<file path="src/design/csvt_pkg.sv">
`timescale 1ns / 1ps
// Shared types and constants of the CSV field tokenizer.
// Used by csvt_front, csvt_fifo, csvt_back and csv_field_tokenizer_top.
package csvt_pkg;

  localparam int LINE_BITS  = 32;
  localparam int FIELD_BITS = 16;
  localparam int FIFO_DEPTH = 4;
  localparam int FIFO_AW    = $clog2(FIFO_DEPTH);

  localparam logic [7:0] CH_QUOTE    = 8'h22;
  localparam logic [7:0] CH_LF       = 8'h0A;
  localparam logic [7:0] CH_CR       = 8'h0D;
  localparam logic [7:0] BOM_B0      = 8'hEF;
  localparam logic [7:0] BOM_B1      = 8'hBB;
  localparam logic [7:0] BOM_B2      = 8'hBF;
  localparam logic [7:0] DELIM_RESET = 8'd44;

  localparam logic KIND_BYTE = 1'b0;
  localparam logic KIND_END  = 1'b1;

  typedef enum logic [2:0] {
    OK_BYTE      = 3'd0,
    OK_FIELD_END = 3'd1,
    OK_ROW_END   = 3'd2,
    OK_QUOTE_ERR = 3'd3,
    OK_DOC_END   = 3'd4
  } out_kind_t;

  // One classified operation passed from the front to the back.
  typedef struct packed {
    logic       is_end;
    logic [7:0] data;
    logic       is_quote;
    logic       is_delim;
    logic       is_cr;
    logic       is_lf;
    logic [1:0] replay_n;
    logic [1:0] replay_delim;
    logic       main_emits;
  } tok_op_t;

  typedef struct packed {
    logic full;
    logic empty;
  } fifo_status_t;

endpackage

</file>
<file path="src/design/csvt_front.sv">
`timescale 1ns / 1ps
// Front end: input handshake, delimiter register, byte-order mark stripping
// and byte classification. Depends on csvt_pkg.
module csvt_front (
  input  logic                  clk,
  input  logic                  rst_n,
  input  logic                  cfg_wr_en,
  input  logic [7:0]            cfg_wr_data,
  input  logic                  in_valid,
  output logic                  in_ready,
  input  logic                  in_kind,
  input  logic [7:0]            in_byte,
  input  csvt_pkg::fifo_status_t q_status,
  output logic                  push,
  output csvt_pkg::tok_op_t     push_op
);

  logic [7:0] delim_r;
  logic       at_doc_r;
  logic       at_doc_nxt;
  logic [1:0] seen_r;
  logic [1:0] seen_nxt;
  logic       accept;
  logic       mark_hit;
  logic [7:0] bom_exp;
  logic       fs_after;

  assign in_ready = !q_status.full;
  assign accept   = in_valid && in_ready;

  always_comb begin
    unique case (seen_r)
      2'd0:    bom_exp = csvt_pkg::BOM_B0;
      2'd1:    bom_exp = csvt_pkg::BOM_B1;
      default: bom_exp = csvt_pkg::BOM_B2;
    endcase
  end

  assign mark_hit = (in_kind == csvt_pkg::KIND_BYTE) && at_doc_r && (in_byte == bom_exp);
  assign push     = accept && !mark_hit;

  // field_started after replaying the partial mark from a clean document
  assign fs_after = (seen_r == 2'd1) ? (delim_r != csvt_pkg::BOM_B0)
                                     : (delim_r != csvt_pkg::BOM_B1);

  always_comb begin
    push_op.is_end          = (in_kind == csvt_pkg::KIND_END);
    push_op.data            = in_byte;
    push_op.is_quote        = (in_byte == csvt_pkg::CH_QUOTE);
    push_op.is_delim        = (in_byte == delim_r);
    push_op.is_cr           = (in_byte == csvt_pkg::CH_CR);
    push_op.is_lf           = (in_byte == csvt_pkg::CH_LF);
    push_op.replay_n        = at_doc_r ? seen_r : 2'd0;
    push_op.replay_delim[0] = (delim_r == csvt_pkg::BOM_B0);
    push_op.replay_delim[1] = (delim_r == csvt_pkg::BOM_B1);
    push_op.main_emits      = !((in_byte == csvt_pkg::CH_QUOTE) && !fs_after);
  end

  always_comb begin
    at_doc_nxt = at_doc_r;
    seen_nxt   = seen_r;
    if (accept) begin
      if (in_kind == csvt_pkg::KIND_END) begin
        at_doc_nxt = 1'b1;
        seen_nxt   = 2'd0;
      end else if (mark_hit && (seen_r != 2'd2)) begin
        seen_nxt = seen_r + 2'd1;
      end else begin
        at_doc_nxt = 1'b0;
        seen_nxt   = 2'd0;
      end
    end
  end

  always_ff @(posedge clk) begin
    if (!rst_n) begin
      delim_r  <= csvt_pkg::DELIM_RESET;
      at_doc_r <= 1'b1;
      seen_r   <= 2'd0;
    end else begin
      if (cfg_wr_en) begin
        delim_r <= cfg_wr_data;
      end
      at_doc_r <= at_doc_nxt;
      seen_r   <= seen_nxt;
    end
  end

endmodule

</file>
<file path="src/design/csvt_fifo.sv">
`timescale 1ns / 1ps
// Short operation queue between the front and the back of the tokenizer.
// Depends on csvt_pkg.
module csvt_fifo (
  input  logic                   clk,
  input  logic                   rst_n,
  input  logic                   push,
  input  csvt_pkg::tok_op_t      push_op,
  input  logic                   pop,
  output csvt_pkg::fifo_status_t status,
  output csvt_pkg::tok_op_t      head
);

  localparam logic [csvt_pkg::FIFO_AW:0] FULL_CNT =
    (csvt_pkg::FIFO_AW + 1)'(csvt_pkg::FIFO_DEPTH);
  localparam logic [csvt_pkg::FIFO_AW-1:0] LAST_PTR =
    csvt_pkg::FIFO_AW'(csvt_pkg::FIFO_DEPTH - 1);

  csvt_pkg::tok_op_t             mem_r [csvt_pkg::FIFO_DEPTH];
  logic [csvt_pkg::FIFO_AW-1:0] wr_ptr_r;
  logic [csvt_pkg::FIFO_AW-1:0] rd_ptr_r;
  logic [csvt_pkg::FIFO_AW:0]   count_r;
  logic                          do_push;
  logic                          do_pop;

  assign status.full  = (count_r == FULL_CNT);
  assign status.empty = (count_r == '0);
  assign do_push      = push && !status.full;
  assign do_pop       = pop && !status.empty;
  assign head         = mem_r[rd_ptr_r];

  always_ff @(posedge clk) begin
    if (do_push) begin
      mem_r[wr_ptr_r] <= push_op;
    end
  end

  always_ff @(posedge clk) begin
    if (!rst_n) begin
      wr_ptr_r <= '0;
      rd_ptr_r <= '0;
      count_r  <= '0;
    end else begin
      if (do_push) begin
        wr_ptr_r <= (wr_ptr_r == LAST_PTR) ? '0 : wr_ptr_r + 1'b1;
      end
      if (do_pop) begin
        rd_ptr_r <= (rd_ptr_r == LAST_PTR) ? '0 : rd_ptr_r + 1'b1;
      end
      if (do_push && !do_pop) begin
        count_r <= count_r + 1'b1;
      end else if (do_pop && !do_push) begin
        count_r <= count_r - 1'b1;
      end
    end
  end

endmodule

</file>
<file path="src/design/csvt_back.sv">
`timescale 1ns / 1ps
// Back end: quoting state, line and field counters, at most one result per
// step into the output register. Depends on csvt_pkg.
module csvt_back (
  input  logic                           clk,
  input  logic                           rst_n,
  input  csvt_pkg::fifo_status_t         q_status,
  input  csvt_pkg::tok_op_t              head,
  output logic                           pop,
  input  logic                           out_ready,
  output logic                           out_valid,
  output logic [2:0]                     out_kind,
  output logic [7:0]                     out_byte,
  output logic [csvt_pkg::LINE_BITS-1:0] out_line_number,
  output logic [csvt_pkg::FIELD_BITS-1:0] out_field_number,
  output logic                           out_last
);

  logic                            in_quotes_r, in_quotes_nxt;
  logic                            fs_r, fs_nxt;
  logic                            qp_r, qp_nxt;
  logic                            qcr_r, qcr_nxt;
  logic                            skip_r, skip_nxt;
  logic [csvt_pkg::LINE_BITS-1:0]  line_r, line_nxt, line_up;
  logic [csvt_pkg::FIELD_BITS-1:0] fields_r, fields_nxt, fields_up;
  logic [1:0]                      rp_idx_r, rp_idx_nxt;
  logic                            end_mid_r, end_mid_nxt;

  logic                            out_valid_r;
  csvt_pkg::out_kind_t             out_kind_r;
  logic [7:0]                      out_byte_r;
  logic [csvt_pkg::LINE_BITS-1:0]  out_line_r;
  logic [csvt_pkg::FIELD_BITS-1:0] out_field_r;
  logic                            out_last_r;

  logic                            out_free;
  logic                            step;
  logic                            replaying;
  logic                            do_byte;
  logic                            byte_last;
  logic                            go_out;
  logic                            done;
  logic                            emit;
  csvt_pkg::out_kind_t             e_kind;
  logic [7:0]                      e_byte;
  logic [csvt_pkg::LINE_BITS-1:0]  e_line;
  logic [csvt_pkg::FIELD_BITS-1:0] e_field;
  logic                            e_last;
  logic [7:0]                      c_data;
  logic                            c_q, c_d, c_cr, c_lf;

  assign out_free  = !out_valid_r || out_ready;
  assign step      = !q_status.empty && out_free;
  assign pop       = step && done;
  assign replaying = (rp_idx_r < head.replay_n);
  assign line_up   = (&line_r) ? line_r : line_r + 1'b1;
  assign fields_up = (&fields_r) ? fields_r : fields_r + 1'b1;

  always_comb begin
    if (replaying) begin
      c_data = (rp_idx_r == 2'd0) ? csvt_pkg::BOM_B0 : csvt_pkg::BOM_B1;
      c_q    = 1'b0;
      c_d    = head.replay_delim[rp_idx_r[0]];
      c_cr   = 1'b0;
      c_lf   = 1'b0;
    end else begin
      c_data = head.data;
      c_q    = head.is_quote;
      c_d    = head.is_delim;
      c_cr   = head.is_cr;
      c_lf   = head.is_lf;
    end
  end

  always_comb begin
    in_quotes_nxt = in_quotes_r;
    fs_nxt        = fs_r;
    qp_nxt        = qp_r;
    qcr_nxt       = qcr_r;
    skip_nxt      = skip_r;
    line_nxt      = line_r;
    fields_nxt    = fields_r;
    rp_idx_nxt    = rp_idx_r;
    end_mid_nxt   = end_mid_r;
    done          = 1'b0;
    do_byte       = 1'b0;
    byte_last     = 1'b0;
    go_out        = 1'b0;
    emit          = 1'b0;
    e_kind        = csvt_pkg::OK_BYTE;
    e_byte        = 8'd0;
    e_line        = line_r;
    e_field       = fields_r;
    e_last        = 1'b0;

    if (replaying) begin
      do_byte    = 1'b1;
      byte_last  = ((rp_idx_r + 2'd1) == head.replay_n) && !head.is_end && !head.main_emits;
      rp_idx_nxt = rp_idx_r + 2'd1;
    end else if (!head.is_end) begin
      if (qcr_r && !head.is_lf) begin
        // release the held CR, the byte itself follows next step
        emit     = 1'b1;
        e_byte   = csvt_pkg::CH_CR;
        e_last   = head.is_quote || head.is_cr;
        line_nxt = line_up;
        qcr_nxt  = 1'b0;
      end else begin
        do_byte   = 1'b1;
        byte_last = 1'b1;
        done      = 1'b1;
      end
    end else begin
      if (qcr_r) begin
        emit     = 1'b1;
        e_byte   = csvt_pkg::CH_CR;
        line_nxt = line_up;
        qcr_nxt  = 1'b0;
      end else if (!end_mid_r && ((in_quotes_r && !qp_r) || fs_r || (fields_r != '0))) begin
        emit        = 1'b1;
        end_mid_nxt = 1'b1;
        if (in_quotes_r && !qp_r) begin
          e_kind = csvt_pkg::OK_QUOTE_ERR;
        end else begin
          e_kind     = csvt_pkg::OK_ROW_END;
          e_field    = fields_up;
          fields_nxt = '0;
          fs_nxt     = 1'b0;
          line_nxt   = line_up;
        end
      end else begin
        emit          = 1'b1;
        e_kind        = csvt_pkg::OK_DOC_END;
        e_last        = 1'b1;
        done          = 1'b1;
        in_quotes_nxt = 1'b0;
        fs_nxt        = 1'b0;
        qp_nxt        = 1'b0;
        skip_nxt      = 1'b0;
        line_nxt      = csvt_pkg::LINE_BITS'(1);
        fields_nxt    = '0;
      end
    end

    if (do_byte) begin
      skip_nxt = 1'b0;
      e_last   = byte_last;
      if (skip_r && c_lf) begin
        emit = 1'b0;
      end else if (qp_r) begin
        qp_nxt = 1'b0;
        if (c_q) begin
          emit   = 1'b1;
          e_byte = csvt_pkg::CH_QUOTE;
        end else begin
          in_quotes_nxt = 1'b0;
          go_out        = 1'b1;
        end
      end else if (qcr_r) begin
        emit     = 1'b1;
        e_byte   = csvt_pkg::CH_LF;
        line_nxt = line_up;
        qcr_nxt  = 1'b0;
      end else if (in_quotes_r) begin
        if (c_q) begin
          qp_nxt = 1'b1;
        end else if (c_cr) begin
          qcr_nxt = 1'b1;
        end else begin
          emit   = 1'b1;
          e_byte = c_data;
          if (c_lf) begin
            line_nxt = line_up;
          end
        end
      end else begin
        go_out = 1'b1;
      end

      if (go_out) begin
        if (c_q && !fs_r) begin
          in_quotes_nxt = 1'b1;
          fs_nxt        = 1'b1;
        end else if (c_d) begin
          emit       = 1'b1;
          e_kind     = csvt_pkg::OK_FIELD_END;
          e_field    = fields_up;
          fields_nxt = fields_up;
          fs_nxt     = 1'b0;
        end else if (c_cr || c_lf) begin
          emit       = 1'b1;
          e_kind     = csvt_pkg::OK_ROW_END;
          e_field    = fields_up;
          fields_nxt = '0;
          fs_nxt     = 1'b0;
          line_nxt   = line_up;
          skip_nxt   = c_cr;
        end else begin
          emit   = 1'b1;
          e_byte = c_data;
          fs_nxt = 1'b1;
        end
      end
    end

    if (done) begin
      rp_idx_nxt  = 2'd0;
      end_mid_nxt = 1'b0;
    end
  end

  always_ff @(posedge clk) begin
    if (!rst_n) begin
      in_quotes_r <= 1'b0;
      fs_r        <= 1'b0;
      qp_r        <= 1'b0;
      qcr_r       <= 1'b0;
      skip_r      <= 1'b0;
      line_r      <= csvt_pkg::LINE_BITS'(1);
      fields_r    <= '0;
      rp_idx_r    <= 2'd0;
      end_mid_r   <= 1'b0;
      out_valid_r <= 1'b0;
    end else begin
      if (step) begin
        in_quotes_r <= in_quotes_nxt;
        fs_r        <= fs_nxt;
        qp_r        <= qp_nxt;
        qcr_r       <= qcr_nxt;
        skip_r      <= skip_nxt;
        line_r      <= line_nxt;
        fields_r    <= fields_nxt;
        rp_idx_r    <= rp_idx_nxt;
        end_mid_r   <= end_mid_nxt;
      end
      if (out_free) begin
        out_valid_r <= step && emit;
      end
    end
  end

  always_ff @(posedge clk) begin
    if (step && emit) begin
      out_kind_r  <= e_kind;
      out_byte_r  <= e_byte;
      out_line_r  <= e_line;
      out_field_r <= e_field;
      out_last_r  <= e_last;
    end
  end

  assign out_valid        = out_valid_r;
  assign out_kind         = out_kind_r;
  assign out_byte         = out_byte_r;
  assign out_line_number  = out_line_r;
  assign out_field_number = out_field_r;
  assign out_last         = out_last_r;

  a_pending_exclusive: assert property (@(posedge clk) disable iff (!rst_n)
    !(qp_r && qcr_r))
    else $error("quote and CR pending at once");

  a_quote_pending_in_quotes: assert property (@(posedge clk) disable iff (!rst_n)
    qp_r |-> in_quotes_r)
    else $error("quote pending outside a quoted field");

  a_skip_outside_quotes: assert property (@(posedge clk) disable iff (!rst_n)
    skip_r |-> (!in_quotes_r && !fs_r))
    else $error("LF skip armed inside a field");

  a_line_nonzero: assert property (@(posedge clk) disable iff (!rst_n)
    line_r != '0)
    else $error("line counter reached zero");

  a_doc_end_clears: assert property (@(posedge clk) disable iff (!rst_n)
    (step && emit && (e_kind == csvt_pkg::OK_DOC_END)) |=>
      ((line_r == csvt_pkg::LINE_BITS'(1)) && (fields_r == '0) && !in_quotes_r))
    else $error("document end left state behind");

endmodule

</file>
<file path="src/design/csv_field_tokenizer_top.sv">
`timescale 1ns / 1ps
// CSV field tokenizer, top level: wires the front end, the operation queue
// and the back end. Depends on csvt_pkg, csvt_front, csvt_fifo, csvt_back.
//
// Accepts one document byte or end-of-input mark per cycle while the queue
// is not full; a byte of a leading byte-order mark is dropped in the front
// end. The back end delivers at most one result per step and sets the rate:
// ordinary bytes and field or row ends run at one item per cycle while
// out_ready does not hold the output, a byte other than LF after a CR held
// in quotes first releases the CR, an end-of-input mark may release a held
// CR and end a row or flag a quote error before the document end, and
// each byte of a partial byte-order mark is replayed as its own step. A
// four-entry queue separates the two ends, so input is taken while results
// wait on out_ready until it fills. The delimiter resets to comma; the user
// must write it only while the block is idle; the block does not enforce it.
module csv_field_tokenizer_top (
  input  logic                           clk,
  input  logic                           rst_n,
  input  logic                           cfg_wr_en,
  input  logic [7:0]                     cfg_wr_data,
  input  logic                           in_valid,
  output logic                           in_ready,
  input  logic                           in_kind,
  input  logic [7:0]                     in_byte,
  output logic                           out_valid,
  input  logic                           out_ready,
  output logic [2:0]                     out_kind,
  output logic [7:0]                     out_byte,
  output logic [csvt_pkg::LINE_BITS-1:0] out_line_number,
  output logic [csvt_pkg::FIELD_BITS-1:0] out_field_number,
  output logic                           out_last
);

  csvt_pkg::fifo_status_t q_status;
  csvt_pkg::tok_op_t      push_op;
  csvt_pkg::tok_op_t      head;
  logic                   push;
  logic                   pop;

  csvt_front u_front (
    .clk         (clk),
    .rst_n       (rst_n),
    .cfg_wr_en   (cfg_wr_en),
    .cfg_wr_data (cfg_wr_data),
    .in_valid    (in_valid),
    .in_ready    (in_ready),
    .in_kind     (in_kind),
    .in_byte     (in_byte),
    .q_status    (q_status),
    .push        (push),
    .push_op     (push_op)
  );

  csvt_fifo u_fifo (
    .clk     (clk),
    .rst_n   (rst_n),
    .push    (push),
    .push_op (push_op),
    .pop     (pop),
    .status  (q_status),
    .head    (head)
  );

  csvt_back u_back (
    .clk              (clk),
    .rst_n            (rst_n),
    .q_status         (q_status),
    .head             (head),
    .pop              (pop),
    .out_ready        (out_ready),
    .out_valid        (out_valid),
    .out_kind         (out_kind),
    .out_byte         (out_byte),
    .out_line_number  (out_line_number),
    .out_field_number (out_field_number),
    .out_last         (out_last)
  );

endmodule
</file>
<file path="config.mk">
export PLATFORM = sky130hd
export DESIGN_NAME = csv_field_tokenizer_top
export DESIGN_NICKNAME = d
export VERILOG_FILES = /design/src/design/csvt_pkg.sv /design/src/design/csvt_front.sv /design/src/design/csvt_fifo.sv /design/src/design/csvt_back.sv /design/src/design/csv_field_tokenizer_top.sv
export SDC_FILE = /design/constraint.sdc
export NUM_CORES = 1
export LEC_CHECK = 0
export ABC_AREA = 1
export BUFFER_PORTS_ARGS = -buffer_cell sky130_fd_sc_hd__buf_2
export CORE_MARGIN = 2
export CORE_UTILIZATION = 55
export DETAILED_ROUTE_END_ITERATION = 10
export HOLD_SLACK_MARGIN = 0.1
export PLACE_DENSITY = 0.79
export RECOVER_POWER = 25
export SKIP_LAST_GASP = 1
export SYNTH_ARGS = -nofsm -noshare
export SYNTH_HDL_FRONTEND = slang
export SYNTH_SLANG_ARGS = --single-unit
</file>
<file path="constraint.sdc">
create_clock -name clk -period 4.32 [get_ports clk]
set_clock_uncertainty 0.05 [all_clocks]
set_input_delay 0.432 -clock clk [delete_from_list [all_inputs] [get_ports clk]]
set_output_delay 0.432 -clock clk [all_outputs]
set_load 0.005 [all_outputs]
</file>
==> impl_results.md <==
* # Post-CTS Setup Buffers at 0
* HPWL after DPL at approximately 20,000 um
* Max-Cap Viols at 1
* Die H at about 150 um
* # IOs at 84
* Critical Path Fanout Max at 34
* CTS tree: yes
* DRT Pass-1 Iters at 6
* EDFF count, synth at 132
* Placed Cells at 1,695
* P_int at roughly 5.5 mW
* Peak Freq at around 280 MHz
* Clk root buf: clkbuf_16
* Placer Congestion at 0.963
* Clock latency on the worst-skew pair at just over 0.5 ns
* Reg2reg path depth at 17
* Worst path depth at 17
* Seq cells post-synth at between 200 and 250
* Peak VDD IR at ~0.44 mV
* Relative slew slack at -46.3%
* Rows at 52
* CTS resizes at 0
* Fin. Hold Viols at 0
* Failing checks: max-capacitance violations, max-slew violations
* Synth Warn # at 0
* Worst hold path class: in2reg
* Mapped Nets at roughly 1.4k
* Top-area cell type share of the netlist area at a little over a third
* Initial DRC count at between 900 and 1k
* Largest net degree at the start of global routing at 62
* ANT cells at 0
* # fillers at between 1.5k and 2k
* Largest stage delay, worst path at ~0.56 ns
* Ys flop type: edfxtp_1
* Clock Power Share at 19.2%
* Worst-margin pin slew at ~2.2 ns
* Non-Filler Instances at between 1.5k and 2k
* Worst Setup Path Type: reg2reg
* WP data arrival at 3.89 ns
* Hold path depth at 2
* Post-synthesis cell count at between 1k and 1.5k
* Sequential area share after synthesis at 49.5%
* RSZ-0062 raised after global routing: no
* ANT nets after route at 0
* Register area at 5510 sq um
* Cell variety after synth at 56
* Pwr per Cell Area at 802 nW/um^2
* Switching Power at 4.56 mW
* Vias/cell at approximately 5.6
* Seq pwr share at 31.2%
* Total Routing Usage GR at between 20 and 30%
* CP max-delay cell: o21ai_0
* Vias at 9,757
* Cts hold-fix bufs at 5
* Combinational share of power at between 40% and 50%
* Footprint of the multi-input gates at between 4000 and 5000 sq um
* Lkg Pwr at 5.01 nW
* Die area at around 21,000 sq um
* TritonCTS Buffers at 23
* Crit path capture type: register
* Syn-to-layout area delta at 12.9%
* CP required at between 4 and 5 ns
* Number of antenna violations at the first check in global routing at 0
* Port-buffer cells at 83
* # H-tree levels at 1
* Mean area per synthesized cell at slightly above 8 sq um
* Worst-path clk slew at 0.06 ns
* Crit path max-delay family: simple AND/OR/NAND/NOR gates
* Top cells by area, synth: edfxtp_1 36%, dfxtp_1 14%, nand2_1 12%
* Share of flip-flops with an asynchronous set or reset after synthesis at 0%
* Vias in the first global route at roughly 9.0k
* Core Area at approximately 20,000 sq um
* Congestion Overflow GR at 0
* Final Max Slew Viols at 41
* Share of layout cells above drive strength 1 at a little under an eighth
* Worst path bufs/invs at 4
* Total Nets Final at about 1.5k
* Startpoint type of the worst setup path: register
* CTS Sinks at 209
* Min Tclk post-route at approximately 3.6 ns
* Post-synth top area cell: edfxtp_1
* # DRC at 0
* Switching Share at between 40% and 50%
* Starting Density at a little under three fifths
* Count of final setup violators at 0
* Total negative slack at 0 ns
* Status: finished, violations left
* Per-cell routed wire length at 16.1 um
* Crit path cell chain: buf_4 -> nand2_1 -> nand3_1 -> nand2_1 -> inv_1 -> o21ai_0 -> nand3_1 -> nor2_1 -> inv_1 -> ha_1 -> inv_1 -> fa_1 -> nor2_1 -> nor2_1 -> nand2_1 -> o21ai_0 -> a21oi_1
* Tcrit/Tclk final at between 80% and 90%
* WL final at 28,100 um
* Clock Tree Buf Depth at 3
* First-pass GRT wire length at ~45,000 um
* Die X-Extent at around 150 um
* Area of the mapped netlist at roughly 11,000 sq um
registers in the layout, indices dropped and copies added, names as in the netlist, 2 cells and up, named ones only:
register and flops:
u_front.seen_r 2, u_back.rp_idx_r 2, u_fifo.mem_r 72, u_back.e_line 32, u_back.out_byte 8, u_back.out_kind 3, u_fifo.count_r 3, u_back.fields_r 16
u_front.delim_r 8, u_fifo.wr_ptr_r 2, u_fifo.rd_ptr_r 2, u_back.out_line_number 32, u_back.out_field_number 16
per-stage QoR:
| stage | hold slack, ns | utilization, % | instance area (sq um) | total power, mW | worst slack [ns] |
|---|---|---|---|---|---|
| after floorplan | 0.389 | - | 11100 | 6.74 | 0.182 |
| after global placement | 0.399 | 58.8 | 11800 | 8.00 | 0.941 |
| after detailed placement | 0.408 | 58.8 | 11800 | 8.09 | 0.857 |
| after CTS | 0.126 | 62.7 | 12600 | 10.1 | 0.806 |
| after global routing | 0.184 | 62.6 | 12600 | 10.8 | 0.543 |
| final | 0.152 | 62.6 | 12600 | 10.1 | 0.759 |
cell families (layout without fill, tap and decap cells):
group                    Yosys count  count (layout)  synth area share [%]
adder cells (fa/ha/maj)           18              18                  2.09
XOR/XNOR                          22              22                  1.73
flip-flops                       209             209                  49.5
AO/OA/AOI/OAI                    276             276                  13.9
AND/OR/NAND/NOR                  648             648                  25.4
buffers and inverters            194             296                  7.34
multiplexers                       1               1                 0.101
layout make-up:
class	instances	area share, %
clock buffers	23	4.59
clock inverters	17	1.35
inverters	153	4.62
multi-input cells	965	38.4
flip-flops and latches	209	43.9
well taps	270	2.69
repair buffers	103	4.55
power groups by stage:
stage	sequential, mW	combinational, mW	clock (mW)
after floorplan	3.17	3.57	0
after global placement	3.17	4.83	0
after detailed placement	3.18	4.91	0
after CTS	3.14	4.96	1.96
after global routing	3.19	5.53	2.03
final	3.14	4.99	1.94
final timing paths:
path                                         start                                to  slack (ns)
setup / recovery                          register    u_fifo.count_r[2]$_SDFFE_PN0P_        0.76
hold / removal                           cfg_wr_en   u_front.delim_r[2]$_SDFFE_PN1P_        0.15
setup reg to reg                          register    u_fifo.count_r[2]$_SDFFE_PN0P_        0.76
hold reg to reg   u_back.fields_r[12]$_SDFFE_PN0P_  u_back.fields_r[12]$_SDFFE_PN0P_        0.41
placed cells by master (no fill, tap or decap), types with 6 or more instances in the layout:
| cell | synthesis | routed |
|---|---|---|
| nand2_1 | 352 | 352 |
| inv_1 | 146 | 145 |
| edfxtp_1 | 132 | 132 |
| nor2_1 | 119 | 119 |
| a21oi_1 | 119 | 119 |
| o21ai_0 | 95 | 95 |
| nand3_1 | 84 | 84 |
| dfxtp_1 | 77 | 77 |
| buf_2 | 3 | 73 |
| nor3_1 | 27 | 27 |
| clkbuf_16 | 0 | 23 |
| nand4_1 | 18 | 18 |
| xor2_1 | 17 | 17 |
| ha_1 | 17 | 17 |
| nor4_1 | 12 | 12 |
| clkbuf_1 | 24 | 12 |
| buf_4 | 1 | 12 |
| nand2_2 | 10 | 10 |
| o21ai_1 | 9 | 9 |
| o22ai_1 | 8 | 8 |
| nand2_4 | 7 | 7 |
| a31oi_1 | 8 | 7 |
| inv_2 | 5 | 6 |
| o211ai_1 | 6 | 6 |
| clkinv_2 | 0 | 6 |
synth_stat cells, types with 4 or more instances:
library cell	number
a211oi_1	4
nand3_1	84
a31oi_1	8
nand2_1	352
o21ai_1	9
nor4_1	12
ha_1	17
nand2_2	10
nor3_1	27
o21ai_2	4
nor2_1	119
o211ai_1	6
edfxtp_1	132
a21oi_1	119
nand2_4	7
clkbuf_1	24
nand4_1	18
inv_1	146
nor2_2	4
or2_2	4
xor2_1	17
inv_2	5
buf_6	10
o21ai_0	95
xnor2_1	5
o22ai_1	8
dfxtp_1	77
routing by layer:
metal / up-vias / share of wire (%) / global-route usage (%)
met5: - / 0 / 0
met2: 410 / 49 / 44.5
met1: 4480 / 41 / 33.6
met4: 0 / 3.7 / 10.4
li1: 4788 / - / -
met3: 79 / 6.6 / 3.16
No activity file was read; power rests on OpenSTA's default activity.
